--- src/design/lrutsb_pkg.sv ---
// ---------------------------------------------------------------------------
// lrutsb_pkg - shared types and constants for the texture slot binder
// Slot geometry, field widths, command codes and inter-module structs.
// ---------------------------------------------------------------------------
package lrutsb_pkg;

  localparam int SLOTS      = 32;
  localparam int SLOT_W     = (SLOTS > 1) ? $clog2(SLOTS) : 1;
  localparam int CNT_W      = $clog2(SLOTS + 1);
  localparam int HANDLE_W   = 32;
  localparam int TARGET_W   = 16;
  localparam int CMD_W      = 2;
  localparam int UNITS_W    = 6;
  localparam int OUT_SLOT_W = 5;
  localparam int DATA_W     = 32;
  localparam int ADDR_W     = 3;
  localparam int REGIDX_W   = ADDR_W - 2;

  typedef logic [CMD_W-1:0]    cmd_t;
  typedef logic [SLOT_W-1:0]   slot_idx_t;
  typedef logic [HANDLE_W-1:0] handle_t;
  typedef logic [TARGET_W-1:0] target_t;
  typedef logic [UNITS_W-1:0]  units_t;
  typedef logic [REGIDX_W-1:0] reg_idx_t;

  localparam cmd_t CMD_BIND   = 2'd0;
  localparam cmd_t CMD_UNBIND = 2'd1;
  localparam cmd_t CMD_FLUSH  = 2'd2;
  localparam cmd_t CMD_CLEAR  = 2'd3;

  localparam reg_idx_t REG_UNITS   = '0;
  localparam units_t   UNITS_RESET = 6'd32;

  // recency update request
  typedef struct packed {
    logic      en;
    slot_idx_t slot;
  } touch_t;

  // slot store write request
  typedef struct packed {
    logic      en;
    slot_idx_t addr;
    handle_t   handle;
    target_t   target;
  } ram_wr_t;

  // shared compare unit result
  typedef struct packed {
    logic match;
    logic older;
  } cmp_res_t;

endpackage

--- src/design/lrutsb_slot_ram.sv ---
// ---------------------------------------------------------------------------
// lrutsb_slot_ram - handle and target store
// One write port, one registered read port on the handle array.
// ---------------------------------------------------------------------------
module lrutsb_slot_ram (
  input  logic                 clk,
  input  lrutsb_pkg::ram_wr_t  wr,
  input  logic                 rd_en,
  input  lrutsb_pkg::slot_idx_t rd_addr,
  output lrutsb_pkg::handle_t  rd_handle
);
  import lrutsb_pkg::*;

  handle_t handle_mem [SLOTS];
  target_t target_mem [SLOTS];
  handle_t rd_handle_r;

  always_ff @(posedge clk) begin
    if (wr.en) begin
      handle_mem[wr.addr] <= wr.handle;
      target_mem[wr.addr] <= wr.target;
    end
  end

  always_ff @(posedge clk) begin
    if (rd_en) begin
      rd_handle_r <= handle_mem[rd_addr];
    end
  end

  assign rd_handle = rd_handle_r;

endmodule

--- src/design/lrutsb_recency.sv ---
// ---------------------------------------------------------------------------
// lrutsb_recency - per-slot recency rank
// Rank 0 is most recent. A touch moves a slot to rank 0 and ages the
// slots that were ahead of it.
// ---------------------------------------------------------------------------
module lrutsb_recency (
  input  logic                  clk,
  input  logic                  rst_n,
  input  lrutsb_pkg::touch_t    touch,
  input  lrutsb_pkg::slot_idx_t rd_idx,
  output lrutsb_pkg::slot_idx_t rd_rank
);
  import lrutsb_pkg::*;

  slot_idx_t rank_r   [SLOTS];
  slot_idx_t rank_nxt [SLOTS];
  slot_idx_t tgt_rank;

  always_comb begin
    tgt_rank = rank_r[touch.slot];
    for (int s = 0; s < SLOTS; s++) begin
      rank_nxt[s] = rank_r[s];
      if (touch.en) begin
        if (SLOT_W'(s) == touch.slot) begin
          rank_nxt[s] = '0;
        end else if (rank_r[s] < tgt_rank) begin
          rank_nxt[s] = rank_r[s] + 1'b1;
        end
      end
    end
  end

  always_ff @(posedge clk) begin
    for (int s = 0; s < SLOTS; s++) begin
      if (!rst_n) begin
        rank_r[s] <= SLOT_W'(s);
      end else begin
        rank_r[s] <= rank_nxt[s];
      end
    end
  end

  assign rd_rank = rank_r[rd_idx];

endmodule

--- src/design/lrutsb_cmp.sv ---
// ---------------------------------------------------------------------------
// lrutsb_cmp - shared compare unit
// Handle match against the key and rank test for the LRU candidate.
// ---------------------------------------------------------------------------
module lrutsb_cmp (
  input  lrutsb_pkg::handle_t   rd_handle,
  input  logic                  rd_live,
  input  lrutsb_pkg::handle_t   key,
  input  lrutsb_pkg::slot_idx_t rank,
  input  lrutsb_pkg::slot_idx_t best_rank,
  input  logic                  best_found,
  output lrutsb_pkg::cmp_res_t  res
);
  import lrutsb_pkg::*;

  // empty slots are masked by rd_live; key is never zero here
  assign res.match = rd_live && (rd_handle == key);
  assign res.older = !best_found || (rank > best_rank);

endmodule

--- src/design/lru_texture_slot_binder_top.sv ---
// ---------------------------------------------------------------------------
// lru_texture_slot_binder_top - LRU texture binding slot cache
// Binds resource handles to a small fully associative set of slots.
// ---------------------------------------------------------------------------
// Usage:
//   Input words (in_cmd, in_handle, in_target) arrive on a valid/stall
//   channel: bind, unbind, flush usage bits, clear all slots. Each word
//   gives exactly one result word on the out_ channel (slot, status, hit,
//   evicted, evicted_handle). units_in_use is written over the APB port
//   at byte address 0 (values above the slot count saturate); the user
//   must write it only while idle, which the block does not enforce.
// Operation:
//   Bind/unbind walk the n active slots via one registered read port
//   and one shared compare unit; a bind stops early on a hit. Flush,
//   clear-all, failed binds and null unbinds do not walk the slots.
//   One word is in flight at a time; in_stall is high while it is worked.
// Reset:
//   Synchronous, active low. All slots empty, usage bits clear, recency
//   rank equals slot number, units_in_use = 32.
// Output stall:
//   The result sits in a holding register; the output register keeps its
//   word while out_stall is high, and the next result waits behind it.
// ---------------------------------------------------------------------------
module lru_texture_slot_binder_top (
  input  logic                            clk,
  input  logic                            rst_n,
  // input channel
  input  logic                            in_valid,
  output logic                            in_stall,
  input  lrutsb_pkg::cmd_t                in_cmd,
  input  logic [lrutsb_pkg::HANDLE_W-1:0] in_handle,
  input  logic [lrutsb_pkg::TARGET_W-1:0] in_target,
  // result channel
  output logic                              out_valid,
  input  logic                              out_stall,
  output logic [lrutsb_pkg::OUT_SLOT_W-1:0] out_slot,
  output logic                              out_status,
  output logic                              out_hit,
  output logic                              out_evicted,
  output logic [lrutsb_pkg::HANDLE_W-1:0]   out_evicted_handle,
  // configuration port
  input  logic                            psel,
  input  logic                            penable,
  input  logic                            pwrite,
  input  logic [lrutsb_pkg::ADDR_W-1:0]   paddr,
  input  logic [lrutsb_pkg::DATA_W-1:0]   pwdata,
  output logic [lrutsb_pkg::DATA_W-1:0]   prdata,
  output logic                            pready
);
  import lrutsb_pkg::*;

  localparam logic [1:0] ST_IDLE   = 2'd0;
  localparam logic [1:0] ST_SCAN   = 2'd1;
  localparam logic [1:0] ST_COMMIT = 2'd2;
  localparam logic [1:0] ST_RESULT = 2'd3;

  // ---- configuration ----
  units_t units_r, units_nxt;
  logic   cfg_wr;

  assign pready = 1'b1;
  assign cfg_wr = psel && penable && pwrite && (paddr[ADDR_W-1:2] == REG_UNITS);
  assign prdata = (paddr[ADDR_W-1:2] == REG_UNITS) ? DATA_W'(units_r) : '0;

  always_comb begin
    units_nxt = units_r;
    if (cfg_wr) begin
      units_nxt = pwdata[UNITS_W-1:0];
    end
  end

  // ---- control state ----
  logic [1:0]       state_r, state_nxt;
  logic [SLOTS-1:0] valid_r, valid_nxt;   // slot holds a handle
  logic [SLOTS-1:0] used_r, used_nxt;     // usage bits
  logic             out_valid_r, out_valid_nxt;
  logic             rd_vld_r, rd_vld_nxt;

  // ---- working registers ----
  cmd_t              cmd_r, cmd_nxt;
  handle_t           key_r, key_nxt;
  target_t           tgt_r, tgt_nxt;
  logic [CNT_W-1:0]  n_r, n_nxt;
  logic [CNT_W-1:0]  iss_r, iss_nxt;
  slot_idx_t         rd_idx_r, rd_idx_nxt;
  logic              rd_live_r, rd_live_nxt;
  logic              hit_r, hit_nxt;
  slot_idx_t         hit_idx_r, hit_idx_nxt;
  logic              free_found_r, free_found_nxt;
  slot_idx_t         free_idx_r, free_idx_nxt;
  logic              lru_found_r, lru_found_nxt;
  slot_idx_t         lru_idx_r, lru_idx_nxt;
  slot_idx_t         lru_rank_r, lru_rank_nxt;
  handle_t           lru_handle_r, lru_handle_nxt;

  // result holding register
  slot_idx_t res_slot_r, res_slot_nxt;
  logic      res_status_r, res_status_nxt;
  logic      res_hit_r, res_hit_nxt;
  logic      res_ev_r, res_ev_nxt;
  handle_t   res_evh_r, res_evh_nxt;

  // output register
  logic [OUT_SLOT_W-1:0] out_slot_r, out_slot_nxt;
  logic                  out_status_r, out_status_nxt;
  logic                  out_hit_r, out_hit_nxt;
  logic                  out_ev_r, out_ev_nxt;
  handle_t               out_evh_r, out_evh_nxt;

  // ---- submodules ----
  ram_wr_t   ram_wr;
  logic      ram_rd_en;
  slot_idx_t ram_rd_addr;
  handle_t   ram_rd_handle;
  touch_t    touch;
  slot_idx_t rd_rank;
  cmp_res_t  cmp;

  lrutsb_slot_ram u_ram (
    .clk       (clk),
    .wr        (ram_wr),
    .rd_en     (ram_rd_en),
    .rd_addr   (ram_rd_addr),
    .rd_handle (ram_rd_handle)
  );

  lrutsb_recency u_recency (
    .clk     (clk),
    .rst_n   (rst_n),
    .touch   (touch),
    .rd_idx  (rd_idx_r),
    .rd_rank (rd_rank)
  );

  lrutsb_cmp u_cmp (
    .rd_handle  (ram_rd_handle),
    .rd_live    (rd_live_r),
    .key        (key_r),
    .rank       (rd_rank),
    .best_rank  (lru_rank_r),
    .best_found (lru_found_r),
    .res        (cmp)
  );

  // ---- handshakes ----
  logic             in_acc;
  logic             issue;
  logic             out_free;
  logic [CNT_W-1:0] n_acc;
  slot_idx_t        pick;

  assign in_stall = (state_r != ST_IDLE);
  assign in_acc   = in_valid && !in_stall;
  assign issue    = (iss_r < n_r);
  assign out_free = !out_valid_r || !out_stall;

  always_comb begin
    if (int'(units_r) > SLOTS) begin
      n_acc = CNT_W'(SLOTS);
    end else begin
      n_acc = CNT_W'(units_r);
    end
  end

  // miss victim: lowest slot with a clear usage bit, else least recent
  assign pick = free_found_r ? free_idx_r : lru_idx_r;

  // ---- sequencer ----
  always_comb begin
    state_nxt      = state_r;
    valid_nxt      = valid_r;
    used_nxt       = used_r;
    rd_vld_nxt     = 1'b0;
    cmd_nxt        = cmd_r;
    key_nxt        = key_r;
    tgt_nxt        = tgt_r;
    n_nxt          = n_r;
    iss_nxt        = iss_r;
    rd_idx_nxt     = rd_idx_r;
    rd_live_nxt    = rd_live_r;
    hit_nxt        = hit_r;
    hit_idx_nxt    = hit_idx_r;
    free_found_nxt = free_found_r;
    free_idx_nxt   = free_idx_r;
    lru_found_nxt  = lru_found_r;
    lru_idx_nxt    = lru_idx_r;
    lru_rank_nxt   = lru_rank_r;
    lru_handle_nxt = lru_handle_r;
    res_slot_nxt   = res_slot_r;
    res_status_nxt = res_status_r;
    res_hit_nxt    = res_hit_r;
    res_ev_nxt     = res_ev_r;
    res_evh_nxt    = res_evh_r;
    ram_rd_en      = 1'b0;
    ram_rd_addr    = iss_r[SLOT_W-1:0];
    ram_wr         = '0;
    ram_wr.addr    = pick;
    ram_wr.handle  = key_r;
    ram_wr.target  = tgt_r;
    touch          = '0;
    touch.slot     = pick;

    case (state_r)
      ST_IDLE: begin
        if (in_acc) begin
          cmd_nxt        = in_cmd;
          key_nxt        = in_handle;
          tgt_nxt        = in_target;
          n_nxt          = n_acc;
          iss_nxt        = '0;
          hit_nxt        = 1'b0;
          free_found_nxt = 1'b0;
          lru_found_nxt  = 1'b0;
          res_slot_nxt   = '0;
          res_status_nxt = 1'b0;
          res_hit_nxt    = 1'b0;
          res_ev_nxt     = 1'b0;
          res_evh_nxt    = '0;
          state_nxt      = ST_RESULT;
          case (in_cmd)
            CMD_BIND: begin
              if (in_handle == '0 || n_acc == '0) begin
                res_status_nxt = 1'b1;
              end else begin
                state_nxt = ST_SCAN;
              end
            end
            CMD_UNBIND: begin
              if (in_handle != '0 && n_acc != '0) begin
                state_nxt = ST_SCAN;
              end
            end
            CMD_FLUSH: begin
              used_nxt = '0;
            end
            CMD_CLEAR: begin
              valid_nxt = '0;
              used_nxt  = '0;
            end
            default: begin
              state_nxt = ST_RESULT;
            end
          endcase
        end
      end

      ST_SCAN: begin
        // read pipeline: issue slot iss_r, evaluate slot rd_idx_r
        if (issue) begin
          ram_rd_en   = 1'b1;
          rd_vld_nxt  = 1'b1;
          rd_idx_nxt  = iss_r[SLOT_W-1:0];
          rd_live_nxt = valid_r[iss_r[SLOT_W-1:0]];
          iss_nxt     = iss_r + 1'b1;
        end
        if (rd_vld_r) begin
          if (cmd_r == CMD_UNBIND) begin
            if (cmp.match) begin
              valid_nxt[rd_idx_r] = 1'b0;
              used_nxt[rd_idx_r]  = 1'b0;
            end
          end else if (cmp.match) begin
            hit_nxt     = 1'b1;
            hit_idx_nxt = rd_idx_r;
            rd_vld_nxt  = 1'b0;
            state_nxt   = ST_COMMIT;
          end else begin
            if (!free_found_r && !used_r[rd_idx_r]) begin
              free_found_nxt = 1'b1;
              free_idx_nxt   = rd_idx_r;
            end
            if (cmp.older) begin
              lru_found_nxt  = 1'b1;
              lru_idx_nxt    = rd_idx_r;
              lru_rank_nxt   = rd_rank;
              lru_handle_nxt = rd_live_r ? ram_rd_handle : '0;
            end
          end
        end
        if (!issue && !rd_vld_r) begin
          state_nxt = (cmd_r == CMD_UNBIND) ? ST_RESULT : ST_COMMIT;
        end
      end

      ST_COMMIT: begin
        state_nxt = ST_RESULT;
        if (hit_r) begin
          touch.en              = 1'b1;
          touch.slot            = hit_idx_r;
          used_nxt[hit_idx_r]   = 1'b1;
          res_slot_nxt          = hit_idx_r;
          res_hit_nxt           = 1'b1;
        end else begin
          ram_wr.en        = 1'b1;
          touch.en         = 1'b1;
          valid_nxt[pick]  = 1'b1;
          used_nxt[pick]   = 1'b1;
          res_slot_nxt     = pick;
          if (!free_found_r) begin
            res_ev_nxt  = 1'b1;
            res_evh_nxt = lru_handle_r;
          end
        end
      end

      ST_RESULT: begin
        if (out_free) begin
          state_nxt = ST_IDLE;
        end
      end

      default: begin
        state_nxt = ST_IDLE;
      end
    endcase
  end

  // ---- output register ----
  logic load_out;

  assign load_out = (state_r == ST_RESULT) && out_free;

  always_comb begin
    out_valid_nxt  = out_valid_r;
    out_slot_nxt   = out_slot_r;
    out_status_nxt = out_status_r;
    out_hit_nxt    = out_hit_r;
    out_ev_nxt     = out_ev_r;
    out_evh_nxt    = out_evh_r;
    if (load_out) begin
      out_valid_nxt  = 1'b1;
      out_slot_nxt   = OUT_SLOT_W'(res_slot_r);
      out_status_nxt = res_status_r;
      out_hit_nxt    = res_hit_r;
      out_ev_nxt     = res_ev_r;
      out_evh_nxt    = res_evh_r;
    end else if (!out_stall) begin
      out_valid_nxt = 1'b0;
    end
  end

  assign out_valid          = out_valid_r;
  assign out_slot           = out_slot_r;
  assign out_status         = out_status_r;
  assign out_hit            = out_hit_r;
  assign out_evicted        = out_ev_r;
  assign out_evicted_handle = out_evh_r;

  // ---- registers ----
  always_ff @(posedge clk) begin
    if (!rst_n) begin
      state_r     <= ST_IDLE;
      valid_r     <= '0;
      used_r      <= '0;
      units_r     <= UNITS_RESET;
      out_valid_r <= 1'b0;
      rd_vld_r    <= 1'b0;
    end else begin
      state_r     <= state_nxt;
      valid_r     <= valid_nxt;
      used_r      <= used_nxt;
      units_r     <= units_nxt;
      out_valid_r <= out_valid_nxt;
      rd_vld_r    <= rd_vld_nxt;
    end
  end

  always_ff @(posedge clk) begin
    cmd_r        <= cmd_nxt;
    key_r        <= key_nxt;
    tgt_r        <= tgt_nxt;
    n_r          <= n_nxt;
    iss_r        <= iss_nxt;
    rd_idx_r     <= rd_idx_nxt;
    rd_live_r    <= rd_live_nxt;
    hit_r        <= hit_nxt;
    hit_idx_r    <= hit_idx_nxt;
    free_found_r <= free_found_nxt;
    free_idx_r   <= free_idx_nxt;
    lru_found_r  <= lru_found_nxt;
    lru_idx_r    <= lru_idx_nxt;
    lru_rank_r   <= lru_rank_nxt;
    lru_handle_r <= lru_handle_nxt;
    res_slot_r   <= res_slot_nxt;
    res_status_r <= res_status_nxt;
    res_hit_r    <= res_hit_nxt;
    res_ev_r     <= res_ev_nxt;
    res_evh_r    <= res_evh_nxt;
    out_slot_r   <= out_slot_nxt;
    out_status_r <= out_status_nxt;
    out_hit_r    <= out_hit_nxt;
    out_ev_r     <= out_ev_nxt;
    out_evh_r    <= out_evh_nxt;
  end

endmodule

--- config.mk ---
export PLATFORM = sky130hd
export DESIGN_NAME = lru_texture_slot_binder_top
export DESIGN_NICKNAME = d
export VERILOG_FILES = /design/src/design/lrutsb_pkg.sv /design/src/design/lrutsb_slot_ram.sv /design/src/design/lrutsb_recency.sv /design/src/design/lrutsb_cmp.sv /design/src/design/lru_texture_slot_binder_top.sv
export SDC_FILE = /design/constraint.sdc
export NUM_CORES = 2
export LEC_CHECK = 0
export BUFFER_PORTS_ARGS = -buffer_cell sky130_fd_sc_hd__buf_4
export CORE_ASPECT_RATIO = 0.6
export CORE_MARGIN = 10
export CORE_UTILIZATION = 40
export CTS_BUF_LIST = sky130_fd_sc_hd__clkbuf_4
export DETAILED_ROUTE_END_ITERATION = 6
export PLACE_DENSITY = 0.59
export REMOVE_ABC_BUFFERS = 1
export SLEW_MARGIN = 40
export SYNTH_ARGS = -nofsm -noshare
export SYNTH_HDL_FRONTEND = slang
export SYNTH_SLANG_ARGS = --single-unit
--- constraint.sdc ---
create_clock -name clk -period 8.6 [get_ports clk]
set_input_delay 0.43 -clock clk [delete_from_list [all_inputs] [get_ports clk]]
set_output_delay 0.43 -clock clk [all_outputs]
set_load 0.05 [all_outputs]
Word-level counts from Yosys, hierarchy flattened
Memories as Yosys holds them, arrays and structs flattened. A register that Yosys moved wholly into a read port is not among the register bits.
Cells that the tools add are included.
Word-level totals
  bits in registers: 261
  RAM bits: 1184
  input port bits: 92
  output and inout bits: 75
  word-level logic and storage cells: 469
  memories kept: 2
Memory list
  u_ram.handle_mem: depth 32, bits a word 32, read ports 1, clocked after Yosys merged registers in 1, write ports 1, RTL line lrutsb_slot_ram.sv:14  | handle_t handle_mem [SLOTS];
  u_recency.rank_r: depth 32, bits a word 5, read ports 34, clocked after Yosys merged registers in 1, write ports 32, RTL line lrutsb_recency.sv:15  | slot_idx_t rank_r [SLOTS];
Operators by class
  add/sub/neg operators: 33
  magnitude comparators: 42
  equality and inequality tests: 58
  mux-type cells: 212
  bitwise gates (word level): 41
  reduce and logical (&&, ||, !) cells: 51
Operators with widths (number)
  2-to-1 mux 5 bit: 132
  2-to-1 mux 32 bit: 15
  case mux 32 bit (3 select lines): 2
  adder 5 x 1 -> 5 bit, second input constant: 32
  less-than comparator 5 bit: 32
  OR 32 bit: 3
  equality test 5 bit, first input constant: 16
  bitwise AND 32 bit: 2
  case mux 32 bit (2 select lines): 1
  equality test 4 x 5 -> 1 bit, first input constant: 8
  2-to-1 mux 1 bit: 35
  equality test 32 bit: 1
  zero test 32 bit: 1
  NOT 32 bit: 1
  OR 1 bit: 32
  nonzero test 32 bit: 1
  2-to-1 mux 6 bit: 5
  != test 2 bit, second input constant: 14
  less-than comparator 5 x 6 -> 1 bit, second input constant: 4
  equality test 3 x 5 -> 1 bit, first input constant: 4
  AND reduction 5 bit: 4
  AND reduction 6 bit: 3
  2-to-1 mux 2 bit: 8
  demux 1 bit (select 5 bit): 3
  other kinds (32): 78

Logic depth before layout (Yosys ltp)
  depth after elaboration: 10
  depth in mapped cells: 23
  gate-level depth less buffers: 19

Cells and area by module
From an unflattened synthesis, not the netlist that was laid out.
Unflattened totals
  cell total of the unflattened synthesis: 4752
  area, all modules: 67183.2 um2
By module, submodules not included
  lrutsb_slot_ram: times used 1, cells each 2260, area each 40812.9 um2, seq. area each 31710.4 um2
  lrutsb_recency: times used 1, cells each 1495, area each 13950.9 um2, seq. area each 3203.1 um2
  lru_texture_slot_binder_top: times used 1, cells each 935, area each 11937.7 um2, seq. area each 7577.3 um2
  lrutsb_cmp: times used 1, cells each 62, area each 481.7 um2, seq. area each 0.0 um2

Least setup slack after synthesis
OpenSTA, ideal clock, no wires.
  kind: flip-flop to flip-flop
  from: register state_r[0]
  to: memory u_recency.rank_r[26][3] in the netlist's numbering
  setup time: 0.134 ns
  data arrival time: 6.525 ns
  required time: 8.466 ns
  slack: 1.941 ns
  stages on the path, launching flop included: 21
  path buffers: 5
  clock period less this slack: 6.659 ns
  path through: dfxtp_1 inv_1 ha_1 nand2_2 buf_2 mux2i_2 buf_4 buf_1 buf_1 clkbuf_1 mux4_2 nand2_1 nand3_1 a31oi_1 ha_1 a21oi_1 nor2b_1 o21ai_0 o2111ai_4 and3_1 or4_1
RTL lines
  from (decl): RTL line lru_texture_slot_binder_top.sv:73  | logic [1:0] state_r, state_nxt;
  from (signal assigned): RTL line lru_texture_slot_binder_top.sv:359  | state_r <= state_nxt;
  to (decl): RTL line lrutsb_recency.sv:15

==> results by stage <==
Clocking:
- The TritonCTS buffer count is 362.
- The cell sitting at the root of the clock tree is a sky130_fd_sc_hd__clkbuf_4.
- The clock tree from TritonCTS is done.
- The later pin in the worst-skew pair is clocked with a latency of 1.30 ns.
- The number of setup buffers added after CTS is 0.
- The H-tree was split into 5 levels.
- The quantity of gates resized following cts is 0.
- Clock-pin slew was measured on the worst setup and hold paths at 0.07 ns.
- The tree built by TritonCTS fans out to 1,482 sinks.
- The number of hold buffers added after CTS is 90.
- The largest buffer count on any clock path is 4.

Timing:
- Setup repair after global routing left no endpoint under its margin.
- The total count of max-transition violations in the final report is 0.
- In this run the tightest slew margin relative to its limit is 37.95%.
- The post-route clock period utilization is 77.63%.
- Setup violations remaining at the end of the flow were counted as 0.
- The setup TNS after final layout is 0 ns.
- The number of failing hold endpoints at the final stage is 0.
- The pin slew with the least headroom to its limit is 0.9264 ns.
- The clock period minus final worst setup slack is 6.676 ns.
- The largest clock skew in the final design is 0.1245 ns.
- Derived from the worst setup path, the maximum achievable clock frequency is 149.8 MHz.

Detailed routing:
- Before antenna repair, the detailed router went through 7 iterations.
- After detailed routing, the total wire length is 193,300 µm.
- Dividing the detail-routed via count by the number of cells gives 5.885.
- The number of DRC violations after detailed routing is 7.
- The routed layout has 42,340 vias.
- In the final routed layout, each cell accounts on average for 26.87 µm.
- The remaining number of nets flagged by the antenna check after routing is 0.
- The detailed router finished its first iteration with 4,960 violations.

Worst setup path:
- The signal on the critical path passes through inv_1 > ha_4 > and3b_1 > a21o_2 > buf_4 > mux4_2 > nand2_1 > nand3_1 > a31oi_4 > buf_12 > ha_1 > a21o_1 > a211oi_1 > nand2_1 > o21ai_0 > nand2_1 > a21oi_1 > nor2_1.
- In this design, the largest share of critical-path delay is due to compound AO/OA/AOI/OAI gates.
- At the worst endpoint, the required time is 9.72 ns.
- The largest single stage delay on the critical path is 0.67 ns.
- The highest-delay cell along the critical path is sky130_fd_sc_hd__a21o_2.
- The critical path is of the register to register type.
- The endpoint kind of the worst setup timing path is a register.
- The maximum fanout encountered on the critical timing path is 64.
- The cell that appears most often on the critical path is sky130_fd_sc_hd__nand2_1.
- The number of buffer and inverter instances along the worst setup path is 3.
- The worst setup path is launched from a register.
- The start point of the critical path is state_r[0].
- The worst register-to-register path begins at state_r[0].
- Data on the critical path arrives at its endpoint at 7.80 ns.

Floorplanning:
- In this run the vertical extent of the chip is 335.2 µm.
- The die width is 545.4 µm.
- The area of the core is 164,200 µm².
- The number of rows in the core area is 115.
- The overall die area is 182,800 µm².
- The top-level I/O count is 167.
- The initial core utilization is 40.35%.

Run status:
- The flow ran to the end, but the final reports show violations.
- The checks that failed: design-rule violations.

GRT:
- Entering global routing, the biggest net connects 116 pins.
- The first-pass GRT wire length is 283,700 µm.
- The via count of the first global-routing pass is 41,480.
- The global routing usage summed across all routing layers is 20.64%.
- The initial antenna violation count is 6.
- After global routing the overflow that remains totals 0.

Pwr:
- The net load switching power is 9.033 mW.
- The reported leakage power is 25.75 nW.
- The sequential power share is 38.6%.
- Internal power comes to 15.50 mW.
- Net switching is 36.82% of the power.
- The part of the total power dissipated in combinational logic is 37.8%.
- VDD sags by at most 0.0002812 V.
- The clock network burns 23.7% of the power.
- The total power divided by cell area is 323.4 nW/µm².

Synth:
- The fraction of registers with async set/reset is 0%.
- After synthesis, the cell types taking the most area are sky130_fd_sc_hd__edfxtp_1, sky130_fd_sc_hd__mux4_2, sky130_fd_sc_hd__dfxtp_1.
- The post-synthesis cell type count is 88.
- In the synthesized netlist, the cells that appear most often are sky130_fd_sc_hd__edfxtp_1, sky130_fd_sc_hd__mux4_2, sky130_fd_sc_hd__nand2_1, sky130_fd_sc_hd__dfxtp_1, sky130_fd_sc_hd__a21oi_1.
- Synthesis handed over a netlist of 4,259 instances.
- The synthesized design contains 1,243 enable-type register cells.
- For this run, the leading register cell type out of synthesis is sky130_fd_sc_hd__edfxtp_1.
- The total number of yosys warnings is 0.
- Summing the sequential cell areas from Yosys gives 63.57% of the chip area.
- The synthesized cell area is 66,250 µm².
- Each instance of the synthesized netlist takes up on average 15.55 µm².
- The cell type with the highest aggregate area in the netlist is sky130_fd_sc_hd__edfxtp_1.
- In the post-synthesis netlist, the cell with the most instances is sky130_fd_sc_hd__edfxtp_1.
- Synthesis inferred 1,482 register bits.
- The synthesized design devotes to its leading area cell type 56.34% of total area.

Layout:
- The area added between synthesis and finish is 14.51%.
- The post-route netlist has 26.87% of its cells at a drive strength greater than 1.
- Cells fill 46.21% of the core in the end.
- The number of filler cells placed in the layout is 14,200.
- The total number of nets in the final design is 4,979.

Place:
- The post-detailed-placement half-perimeter wirelength is 113,000 µm.
- In this run the tool buffered the top-level ports with 95 buffer cells.
- The final weighted congestion in routability-driven placement is 0.8597.

Flow run:
- The number of max-capacitance violations reported is 0.

Worst hold path:
- The worst hold path begins at penable.
- The type of the tightest min-delay check is input pin to register.
-- final timing paths --
check	end	slack [ns]	cells after the start
worst max-delay path	u_recency.rank_r[17][3]	1.92	18
worst min register to register	out_evicted_handle[16]	0.42	0
worst min-delay path	units_r[4]	0.20	5
worst max register to register	u_recency.rank_r[17][3]	1.92	18
-- flip-flops by register name, summed over array words and instances (netlist names), 2 cells and up, named ones only --
| signal | count |
|---|---|
| u_ram.handle_mem | 1024 |
| n_r | 6 |
| key_r | 32 |
| lru_handle_r | 32 |
| iss_r | 6 |
| out_slot | 5 |
| lru_rank_r | 5 |
| used_r | 32 |
| free_idx_r | 5 |
| valid_r | 32 |
| u_ram.rd_handle | 32 |
| cmd_r | 2 |
| res_evh_r | 32 |
| lru_idx_r | 5 |
| rd_idx_r | 5 |
| hit_idx_r | 5 |
| out_evicted_handle | 32 |
| state_r | 2 |
| res_slot_r | 5 |
| units_r | 6 |
| u_recency.rank_r | 160 |
-- power groups by stage --
stage / Sequential, mW / Combinational, mW / Clock [mW]
global placement: 9.75 / 8.65 / 0
finish: 9.46 / 9.26 / 5.81
detailed placement: 9.62 / 9.06 / 0
floorplan: 10.1 / 6.22 / 0
CTS: 9.47 / 9.14 / 5.95
global route: 9.53 / 9.99 / 6.34
-- metal layers --
metal	vias up	global-route usage, %	part of all wire [%]
met5	-	0	0
met4	0	6.334	2.4
met3	328	6.264	11
met2	2283	29.30	43
met1	21490	30.24	44
li1	18240	-	-
-- cell families (layout without fill, tap and decap cells) --
family | Yosys count | count (layout) | synth area share (%)
and+or+nand+nor | 974 | 974 | 7.245
adders and majority gates | 175 | 175 | 3.305
xor gates and xnor gates | 48 | 48 | 0.6346
buffers and inverters | 324 | 1008 | 2.051
DFF | 1482 | 1482 | 63.57
other | 2 | 31 | 0.01134
muxes | 498 | 498 | 15.63
AOI/OAI and AO/OA | 756 | 756 | 7.557
-- final cells by class --
class	count	area [µm²]	area share [%]
clock buffers	524	3934	5.186
clock inverters	96	513.0	0.6763
repair buffers	320	2974	3.921
multi-input cells	2478	23270	30.67
well taps	2223	2781	3.667
flip-flops and latches	1482	42120	55.52
inverters	68	260.3	0.3431
diodes	4	10.01	0.01320
-- stage by stage --
step                      instances  setup WS, ns  hold WS [ns]  instance area (µm²)  total power, mW
after CTS                      7185         2.042       0.02839                75730            24.55
after floorplan                4028        -3.396        0.4003                65240            16.33
after detailed placement       6475         2.122        0.4045                70380            18.69
after global placement         6437         2.200        0.4038                69860            18.39
after global routing           7194         1.498        0.1611                75860            25.86
final                          7195         1.924        0.2034                75860            24.53
-- worst min-delay path: stages --
cell                            delay (ns)
sky130_fd_sc_hd__buf_4                0.11
sky130_fd_sc_hd__nand4b_1             0.19
sky130_fd_sc_hd__mux2i_1              0.10
sky130_fd_sc_hd__dlygate4sd3_1        0.55
sky130_fd_sc_hd__nor2_1               0.08
-- cell usage in the layout, fill, tap and decap left out, types with 13 or more instances in the layout --
| cell type | instances |
|---|---|
| sky130_fd_sc_hd__conb_1 | 27 |
| sky130_fd_sc_hd__buf_6 | 41 |
| sky130_fd_sc_hd__nand2b_1 | 22 |
| sky130_fd_sc_hd__nand2_1 | 267 |
| sky130_fd_sc_hd__a221o_1 | 14 |
| sky130_fd_sc_hd__a211oi_1 | 25 |
| sky130_fd_sc_hd__and2_1 | 84 |
| sky130_fd_sc_hd__and3_1 | 50 |
| sky130_fd_sc_hd__o311ai_0 | 15 |
| sky130_fd_sc_hd__mux2i_1 | 22 |
| sky130_fd_sc_hd__buf_4 | 172 |
| sky130_fd_sc_hd__a21oi_1 | 230 |
| sky130_fd_sc_hd__mux4_2 | 422 |
| sky130_fd_sc_hd__a21o_1 | 62 |
| sky130_fd_sc_hd__edfxtp_1 | 1243 |
| sky130_fd_sc_hd__xnor2_1 | 37 |
| sky130_fd_sc_hd__a31oi_1 | 27 |
| sky130_fd_sc_hd__clkbuf_4 | 524 |
| sky130_fd_sc_hd__clkinv_1 | 74 |
| sky130_fd_sc_hd__dlygate4sd3_1 | 90 |
| sky130_fd_sc_hd__o211ai_1 | 38 |
| sky130_fd_sc_hd__mux2_2 | 48 |
| sky130_fd_sc_hd__nor2_4 | 34 |
| sky130_fd_sc_hd__o22ai_1 | 32 |
| sky130_fd_sc_hd__dfxtp_1 | 236 |
| sky130_fd_sc_hd__ha_1 | 173 |
| sky130_fd_sc_hd__o21ai_0 | 143 |
| sky130_fd_sc_hd__o21ai_1 | 13 |
| sky130_fd_sc_hd__o21a_1 | 13 |
| sky130_fd_sc_hd__nand4_1 | 46 |
| sky130_fd_sc_hd__nor2b_1 | 43 |
| sky130_fd_sc_hd__nor2_1 | 153 |
| sky130_fd_sc_hd__inv_1 | 65 |
| sky130_fd_sc_hd__nand3_1 | 136 |
| sky130_fd_sc_hd__nor3_1 | 56 |
(Power assumes the default switching activity.)
